==> src/sv/e2q_pkg.sv <==
// Shared types, constants and arithmetic helpers for the Euler-to-quaternion block.
// Used by e2q_cordic_cell, e2q_quat_mult and euler_to_quaternion; depends on nothing.
`default_nettype none

package e2q_pkg;

  // Field widths of the angle and quaternion words.
  localparam int ANGLE_BITS = 16;
  localparam int QUAT_BITS  = 16;

  // Default and upper bound for the number of CORDIC cells.
  localparam int TRIG_STAGES     = 16;
  localparam int TRIG_MAX_STAGES = 32;

  // CORDIC datapath: x and y in Q.30, angle accumulator with a full circle of 2^32.
  localparam int CORDIC_FRAC = 30;
  localparam int CW          = 32;
  localparam int ZW          = 34;
  localparam int SUM_W       = CW + 2;
  localparam int ANG_SHIFT   = 32 - ANGLE_BITS;

  localparam logic signed [CW-1:0] CORDIC_XINIT = CW'(652032874);

  // Twice atan(2^-i) in accumulator units.
  localparam logic signed [ZW-1:0] ATAN2_TAB [TRIG_MAX_STAGES] = '{
    ZW'(1073741824), ZW'(633866812), ZW'(334917814), ZW'(170009512),
    ZW'(85334662),   ZW'(42708930),  ZW'(21359676),  ZW'(10680490),
    ZW'(5340326),    ZW'(2670174),   ZW'(1335088),   ZW'(667544),
    ZW'(333772),     ZW'(166886),    ZW'(83444),     ZW'(41722),
    ZW'(20860),      ZW'(10430),     ZW'(5216),      ZW'(2608),
    ZW'(1304),       ZW'(652),       ZW'(326),       ZW'(162),
    ZW'(82),         ZW'(40),        ZW'(20),        ZW'(10),
    ZW'(6),          ZW'(2),         ZW'(2),         ZW'(0)
  };

  // Output rounding: shift down to QUAT_BITS-1 fraction bits, or up when wider.
  localparam int RND_W   = SUM_W + 2;
  localparam int RND_SH  = (QUAT_BITS - 1 <= CORDIC_FRAC) ? CORDIC_FRAC - (QUAT_BITS - 1) : 0;
  localparam int UP_SH   = (QUAT_BITS - 1 > CORDIC_FRAC) ? (QUAT_BITS - 1) - CORDIC_FRAC : 0;
  localparam logic signed [RND_W-1:0] RND_HALF = RND_W'((64'sd1 <<< RND_SH) >>> 1);
  localparam logic signed [RND_W-1:0] Q_HI = RND_W'((64'sd1 <<< (QUAT_BITS - 1)) - 64'sd1);
  localparam logic signed [RND_W-1:0] Q_LO = -Q_HI - RND_W'(1);

  // Input word: one angle triple.
  typedef struct packed {
    logic signed [ANGLE_BITS-1:0] roll_angle;
    logic signed [ANGLE_BITS-1:0] pitch_angle;
    logic signed [ANGLE_BITS-1:0] yaw_angle;
  } angles_t;

  // Result word: one unit quaternion.
  typedef struct packed {
    logic signed [QUAT_BITS-1:0] quat_w;
    logic signed [QUAT_BITS-1:0] quat_x;
    logic signed [QUAT_BITS-1:0] quat_y;
    logic signed [QUAT_BITS-1:0] quat_z;
  } quat_t;

  // One rotation lane of the CORDIC chain.
  typedef struct packed {
    logic signed [CW-1:0] x;
    logic signed [CW-1:0] y;
    logic signed [ZW-1:0] z;
  } trig_lane_t;

  // Word handed from cell to cell: lane 0 roll, lane 1 pitch, lane 2 yaw.
  typedef struct packed {
    logic                valid;
    trig_lane_t [2:0]    lane;
  } trig_word_t;

  // Q.30 product, floored back to Q.30 (bits above CW are dropped, not saturated).
  function automatic logic signed [CW-1:0] mul_q30(input logic signed [CW-1:0] a,
                                                   input logic signed [CW-1:0] b);
    logic signed [2*CW-1:0] p;
    p = a * b;
    return p[CW+CORDIC_FRAC-1:CORDIC_FRAC];
  endfunction

  // Round half up to the output format and saturate.
  function automatic logic signed [QUAT_BITS-1:0] round_sat(
      input logic signed [SUM_W-1:0] v);
    logic signed [RND_W-1:0] r;
    r = ((RND_W'(v) + RND_HALF) >>> RND_SH) <<< UP_SH;
    if (r > Q_HI) begin
      r = Q_HI;
    end else if (r < Q_LO) begin
      r = Q_LO;
    end
    return r[QUAT_BITS-1:0];
  endfunction

endpackage

`default_nettype wire

==> src/sv/e2q_cordic_cell.sv <==
// One CORDIC rotation cell: a fixed micro-rotation on three lanes, registered.
// Depends on e2q_pkg for the lane types and the arctangent table.
`default_nettype none

module e2q_cordic_cell #(
  parameter int STAGE = 0
) (
  input  wire logic                clk,
  input  wire logic                rst_n,
  input  wire e2q_pkg::trig_word_t in_w,
  output e2q_pkg::trig_word_t      out_w
);

  e2q_pkg::trig_word_t word_nxt;
  e2q_pkg::trig_word_t word_r;

  // Rotate each lane toward a zero residual angle.
  always_comb begin
    logic signed [e2q_pkg::CW-1:0] dx;
    logic signed [e2q_pkg::CW-1:0] dy;
    word_nxt       = in_w;
    for (int l = 0; l < 3; l++) begin
      dx = $signed(in_w.lane[l].y) >>> STAGE;
      dy = $signed(in_w.lane[l].x) >>> STAGE;
      if (!in_w.lane[l].z[e2q_pkg::ZW-1]) begin
        word_nxt.lane[l].x = $signed(in_w.lane[l].x) - dx;
        word_nxt.lane[l].y = $signed(in_w.lane[l].y) + dy;
        word_nxt.lane[l].z = $signed(in_w.lane[l].z) - e2q_pkg::ATAN2_TAB[STAGE];
      end else begin
        word_nxt.lane[l].x = $signed(in_w.lane[l].x) + dx;
        word_nxt.lane[l].y = $signed(in_w.lane[l].y) - dy;
        word_nxt.lane[l].z = $signed(in_w.lane[l].z) + e2q_pkg::ATAN2_TAB[STAGE];
      end
    end
  end

  // Hand the word to the next cell; reset clears the whole word.
  always_ff @(posedge clk) begin
    if (!rst_n) begin
      word_r <= '0;
    end else begin
      word_r <= word_nxt;
    end
  end

  assign out_w = word_r;

endmodule

`default_nettype wire

==> config.mk <==
export PLATFORM = sky130hd
export DESIGN_NAME = e2q_cordic_cell
export DESIGN_NICKNAME = d
export VERILOG_FILES = /design/src/sv/e2q_pkg.sv /design/src/sv/e2q_cordic_cell.sv
export SDC_FILE = /design/constraint.sdc
export NUM_CORES = 1
export LEC_CHECK = 0
export BUFFER_PORTS_ARGS = -buffer_cell sky130_fd_sc_hd__buf_2
export CELL_PAD_IN_SITES_DETAIL_PLACEMENT = 1
export CELL_PAD_IN_SITES_GLOBAL_PLACEMENT = 1
export CORE_MARGIN = 2
export CORE_UTILIZATION = 25
export CTS_CLUSTER_SIZE = 25
export DETAILED_ROUTE_END_ITERATION = 7
export GPL_ROUTABILITY_DRIVEN = 0
export PLACE_DENSITY_LB_ADDON = 0.1
export RECOVER_POWER = 100
export SLEW_MARGIN = 20
export SYNTH_ARGS = -nofsm -noshare
export SYNTH_HDL_FRONTEND = slang
export SYNTH_SLANG_ARGS = --single-unit
==> constraint.sdc <==
create_clock -name clk -period 5.8 [get_ports clk]
set_clock_uncertainty 0.15 [all_clocks]
set_input_delay 0.29 -clock clk [delete_from_list [all_inputs] [get_ports clk]]
set_output_delay 0.29 -clock clk [all_outputs]
set_load 0.1 [all_outputs]
; ---- Word-level counts from Yosys, hierarchy flattened
; Index checks and enable logic that the tools add are counted.
[totals]
elab_cells = 28
input_bits = 297
output_inout_bits = 295
ff_bits = 295
[classes]
n_mux = 3
add_sub_neg = 15
[op_table]
columns = cell, count
row1 = 98-bit 2-to-1 mux, 3
row2 = 32-bit subtractor, 6
row3 = "34-bit by 32-bit adder with 34-bit output, second input constant", 3
row4 = "34-bit by 32-bit subtractor with 34-bit output, second input constant", 3
row5 = 32-bit adder, 3

; ---- Depth between registers and ports, before layout
[logic_depth]
ltp_word = 2
mapped_depth = 13
mapped_depth_nobuf = 12

; ---- Worst setup path before layout
; OpenSTA, ideal clock, no wires.
[synth_path]
path_kind = input-to-reg
start = in in_w[230] (netlist bit)
end = reg word_r, in the netlist out_w[286]
t_required_ns = 5.576
n_path_buf = 0
setup_ns = 0.074
arrival_ns = 2.834
path_slack_ns = 2.742
cell_stages = 11
path_cell_list = ha_1 > fa_1 > nor2b_1 > o211ai_2 > nand3_1 > a2111o_1 > a2bb2oi_1 > a211o_1 > a211o_1 > mux2_4 > o211ai_2
[synth_between]
elab_chain_len = 2
word_cells_on_any_way = 3
classes_between = 2 x add/sub / 1 x mux
[synth_lines]
columns = element, line
row1 = "start, declared", e2q_cordic_cell.sv:10  ; input wire e2q_pkg::trig_word_t in_w,
row2 = 32-bit subtractor / 32-bit adder (equally long branches), "e2q_cordic_cell.sv:26, e2q_cordic_cell.sv:30"
row3 = 98-bit 2-to-1 mux *, e2q_cordic_cell.sv:25  ; if (!in_w.lane[l].z[e2q_pkg::ZW-1]) begin
row4 = "end signal, assigned", e2q_cordic_cell.sv:42  ; word_r <= word_nxt;
row5 = "end, declared", e2q_cordic_cell.sv:15  ; e2q_pkg::trig_word_t word_r;
; Every way passes the cells marked *; elsewhere a longest branch is shown, timed or not.
; A chain may end at the register's enable or synchronous reset.

; ---- Worst setup path in the final report
[layout_path]
start = in in_w[231] (netlist bit)
end = reg word_r, in the netlist out_w[253]
[layout_between]
elab_chain_len = 2
word_cells_on_any_way = 3
classes_between = 2 x add/sub / 1 x mux
[layout_lines]
columns = element, line
row1 = 32-bit adder / 32-bit subtractor (equally long branches), "e2q_cordic_cell.sv:27, e2q_cordic_cell.sv:31"
row2 = 98-bit 2-to-1 mux *, e2q_cordic_cell.sv:25
; Marks and branches as above.

==> flow_summary.ini <==
[outcome]
status = finished, violations left
violations = capacitance limit, slew limit

[sta]
setup_viol = 0
finalSetupTns_ns = 0
hold_violations = 0
worst_pin_slew_ns = 2.367
rsz0062_at_grt = false
fin_crit_sh_pct = 76.40
timing.fmax_mhz = 225.7
drv_slew = 163
slew_headroom_pct = -57.77
min_period_ns = 4.431

[synth]
synth-seq-cells = 292
yosys_warnings = 0
synthesis.nets = 3728
synth_ff_type = dfxtp_1
synth.avg_cell_area_um2 = 7.612
syn_inst = 3131
synth_cell_types = 88
async_flop_share_pct = 0
seq_area_frac_synth_pct = 24.53
synth_edf_count = 0
synth.cell_area_um2 = 23830

[clocking]
numCtsBuffers = 41
cts_sinks = 292
clockBufferDepth = 3
path_clk_slew_ns = 0.05
htree_levels = 2
cts-root-buf = clkbuf_16
post_cts_buffers = 0
cts_tree = built

[final_layout]
largest_reg_flops = 292
finalNetCount = 4349
multi_input_area_um2 = 16200
layout.cells.non_filler = 5057
areaGrowthSynthToFinish_pct = 26.55
nFillCells = 11737
area.sequential_um2 = 5846
drive_gt1_share_pct = 11.17

[critical_path]
critPathRequiredTime_ns = 6.12
cp_slowest_cell = o311ai_0
crit_chain = dlygate4sd3_1 > clkbuf_1 > inv_1 > ha_1 > nor2b_1 > o311ai_0 > a31oi_1 > a21oi_1 > o311ai_0 > a31oi_1 > o21bai_1 > mux2i_1 > mux2i_1
start_kind = input pin
end_kind = flop
slowest_delay_ns = 1.04
criticalPathCategory = in2reg
cp.arrival_ns = 4.75
cp_max_fo = 5

[floorplan]
die_w_um = 312.8
dieArea_um2 = 97820
start_util_pct = 25.16
io_pins = 592
rows = 113
coreArea_um2 = 94730
die_y_um = 312.8

[min_path]
min_path_type = in2reg

[power]
peakVddDrop_uv = 180.9
power.density_nw_per_um2 = 301.7
leakage_nw = 13.57

[placement]
placement.io_buffers = 591
dp_cells = 4837
dp.final_hpwl_mm = 84.61

[global_routing]
grt_pass1_vias = 25534
grt_pass1_wl_mm = 160.7
grt.total_usage_pct = 21.20
grt_antenna_before_repair = 41
grt_max_degree = 76
grt_overflow = 0

[routing]
routed_wl_mm = 107.9
vias = 24688
drcViolationCount = 0
drtAntennaViolNets = 0
dr.pass1.iters = 5
first_iter_violations = 1399
via_per_inst = 4.882
wl_per_cell_um = 21.33

[run]
drv_cap = 3
-- critical path: cells and delay by family --
family | cells | cell delay, ns
muxes | 2 | 0.30
buffers and inverters | 3 | 0.96
AOI/OAI and AO/OA | 6 | 2.63
adders and majority gates | 1 | 0.36
and+or+nand+nor | 1 | 0.21
-- metrics by stage --
step	worst slack (ns)	total power (W)	instance area, µm²	hold slack [ns]	util, %
3_3_place_gp	1.908	0.006544	27820	0.3401	29.37
6_report	1.369	0.009100	30160	0.04358	31.84
4_1_cts	2.013	0.009310	30540	0.0003801	32.24
2_1_floorplan	2.742	0.005499	23830	0.2124	-
5_1_grt	1.040	0.009581	30140	0.02395	31.82
3_5_place_dp	1.896	0.006525	27820	0.3480	29.37
-- worst paths after layout --
path / start / end / slack, ns / cells after the start
setup / recovery: in_w[231] / out_w[253] / 1.37 / 13
hold / removal: in_w[263] / out_w[231] / 0.04 / 4
-- cells by family (layout without fill, tap and decap cells) --
family	after synthesis	count (layout)	share of synthesized area, %
AOI/OAI and AO/OA	926	926	24.52
xor gates and xnor gates	133	133	4.888
adders and majority gates	300	300	16.13
buffers and inverters	456	1102	7.402
DFF	292	292	24.53
muxes	76	76	3.229
other	0	15	0
and+or+nand+nor	948	948	19.30
-- what timing repair did --
action / 4_1_cts / 5_1_grt
hold buffers: 137 / 0
gates resized for setup: 0 / 0
hold endpoints to repair: 127 / 0
-- power breakdown --
group | internal, W | leakage (nW) | switching [W]
Sequential | 0.00224 | 2.43 | 0.0000917
Combinational | 0.000947 | 10.5 | 0.00322
Clock | 0.00152 | 0.651 | 0.00109
Total | 0.00470 | 13.6 | 0.00440
-- final cells by class --
class / instances / area share (%)
Clock buffer: 53 / 3.750
Multi-Input combinational cell: 2383 / 53.70
Antenna cell: 15 / 0.1245
Inverter: 293 / 3.667
Clock inverter: 15 / 0.7177
Sequential cell: 292 / 19.38
Timing Repair Buffer: 741 / 13.41
Tap cell: 1265 / 5.248
-- synth_stat cells, drive strengths merged, types with 7 or more instances --
library cell | count | area share (%)
a2111oi | 7 | 0.34
a211o | 14 | 0.51
a211oi | 43 | 1.4
a21boi | 11 | 0.35
a21o | 67 | 2.1
a21oi | 336 | 7.1
a221oi | 15 | 0.55
a22oi | 9 | 0.28
a311oi | 9 | 0.33
a31oi | 31 | 0.87
and2 | 120 | 3.1
and3 | 17 | 0.45
buf | 53 | 1.0
clkbuf | 110 | 1.7
dfxtp | 292 | 25
fa | 12 | 1.0
ha | 288 | 15
inv | 291 | 4.6
mux2i | 72 | 3.0
nand2 | 165 | 2.6
nand2b | 42 | 1.1
nand3 | 58 | 1.2
nand4 | 20 | 0.52
nor2 | 339 | 5.3
nor2b | 42 | 1.1
nor3 | 61 | 1.3
nor3b | 10 | 0.31
nor4 | 23 | 0.66
o211ai | 36 | 1.2
o21a | 16 | 0.50
o21ai | 184 | 3.9
o21bai | 47 | 1.5
o22ai | 10 | 0.26
o311ai | 7 | 0.26
o31ai | 25 | 0.79
o41ai | 7 | 0.29
or2 | 13 | 0.34
or3 | 13 | 0.34
or4 | 7 | 0.22
xnor2 | 115 | 4.2
xor2 | 18 | 0.66
-- routing by layer --
layer / track usage [%] / wire length (µm)
met5: 0 / 279
met4: 5.426 / 2564
met3: 5.677 / 7355
met2: 35.49 / 49850
met1: 26.86 / 47840
-- cell usage in the layout, fill, tap and decap left out, types with 115 or more instances in the layout --
cell type      Yosys  final
inv_1            264    261
a21oi_1          334    334
xnor2_1          115    115
o21ai_0          119    125
buf_2             23    291
dfxtp_1          292    292
dlygate4sd3_1      0    137
clkbuf_1         110    307
nor2_1           339    339
ha_1             288    288
nand2_1          165    165
Power figures use the tool's default switching activity.
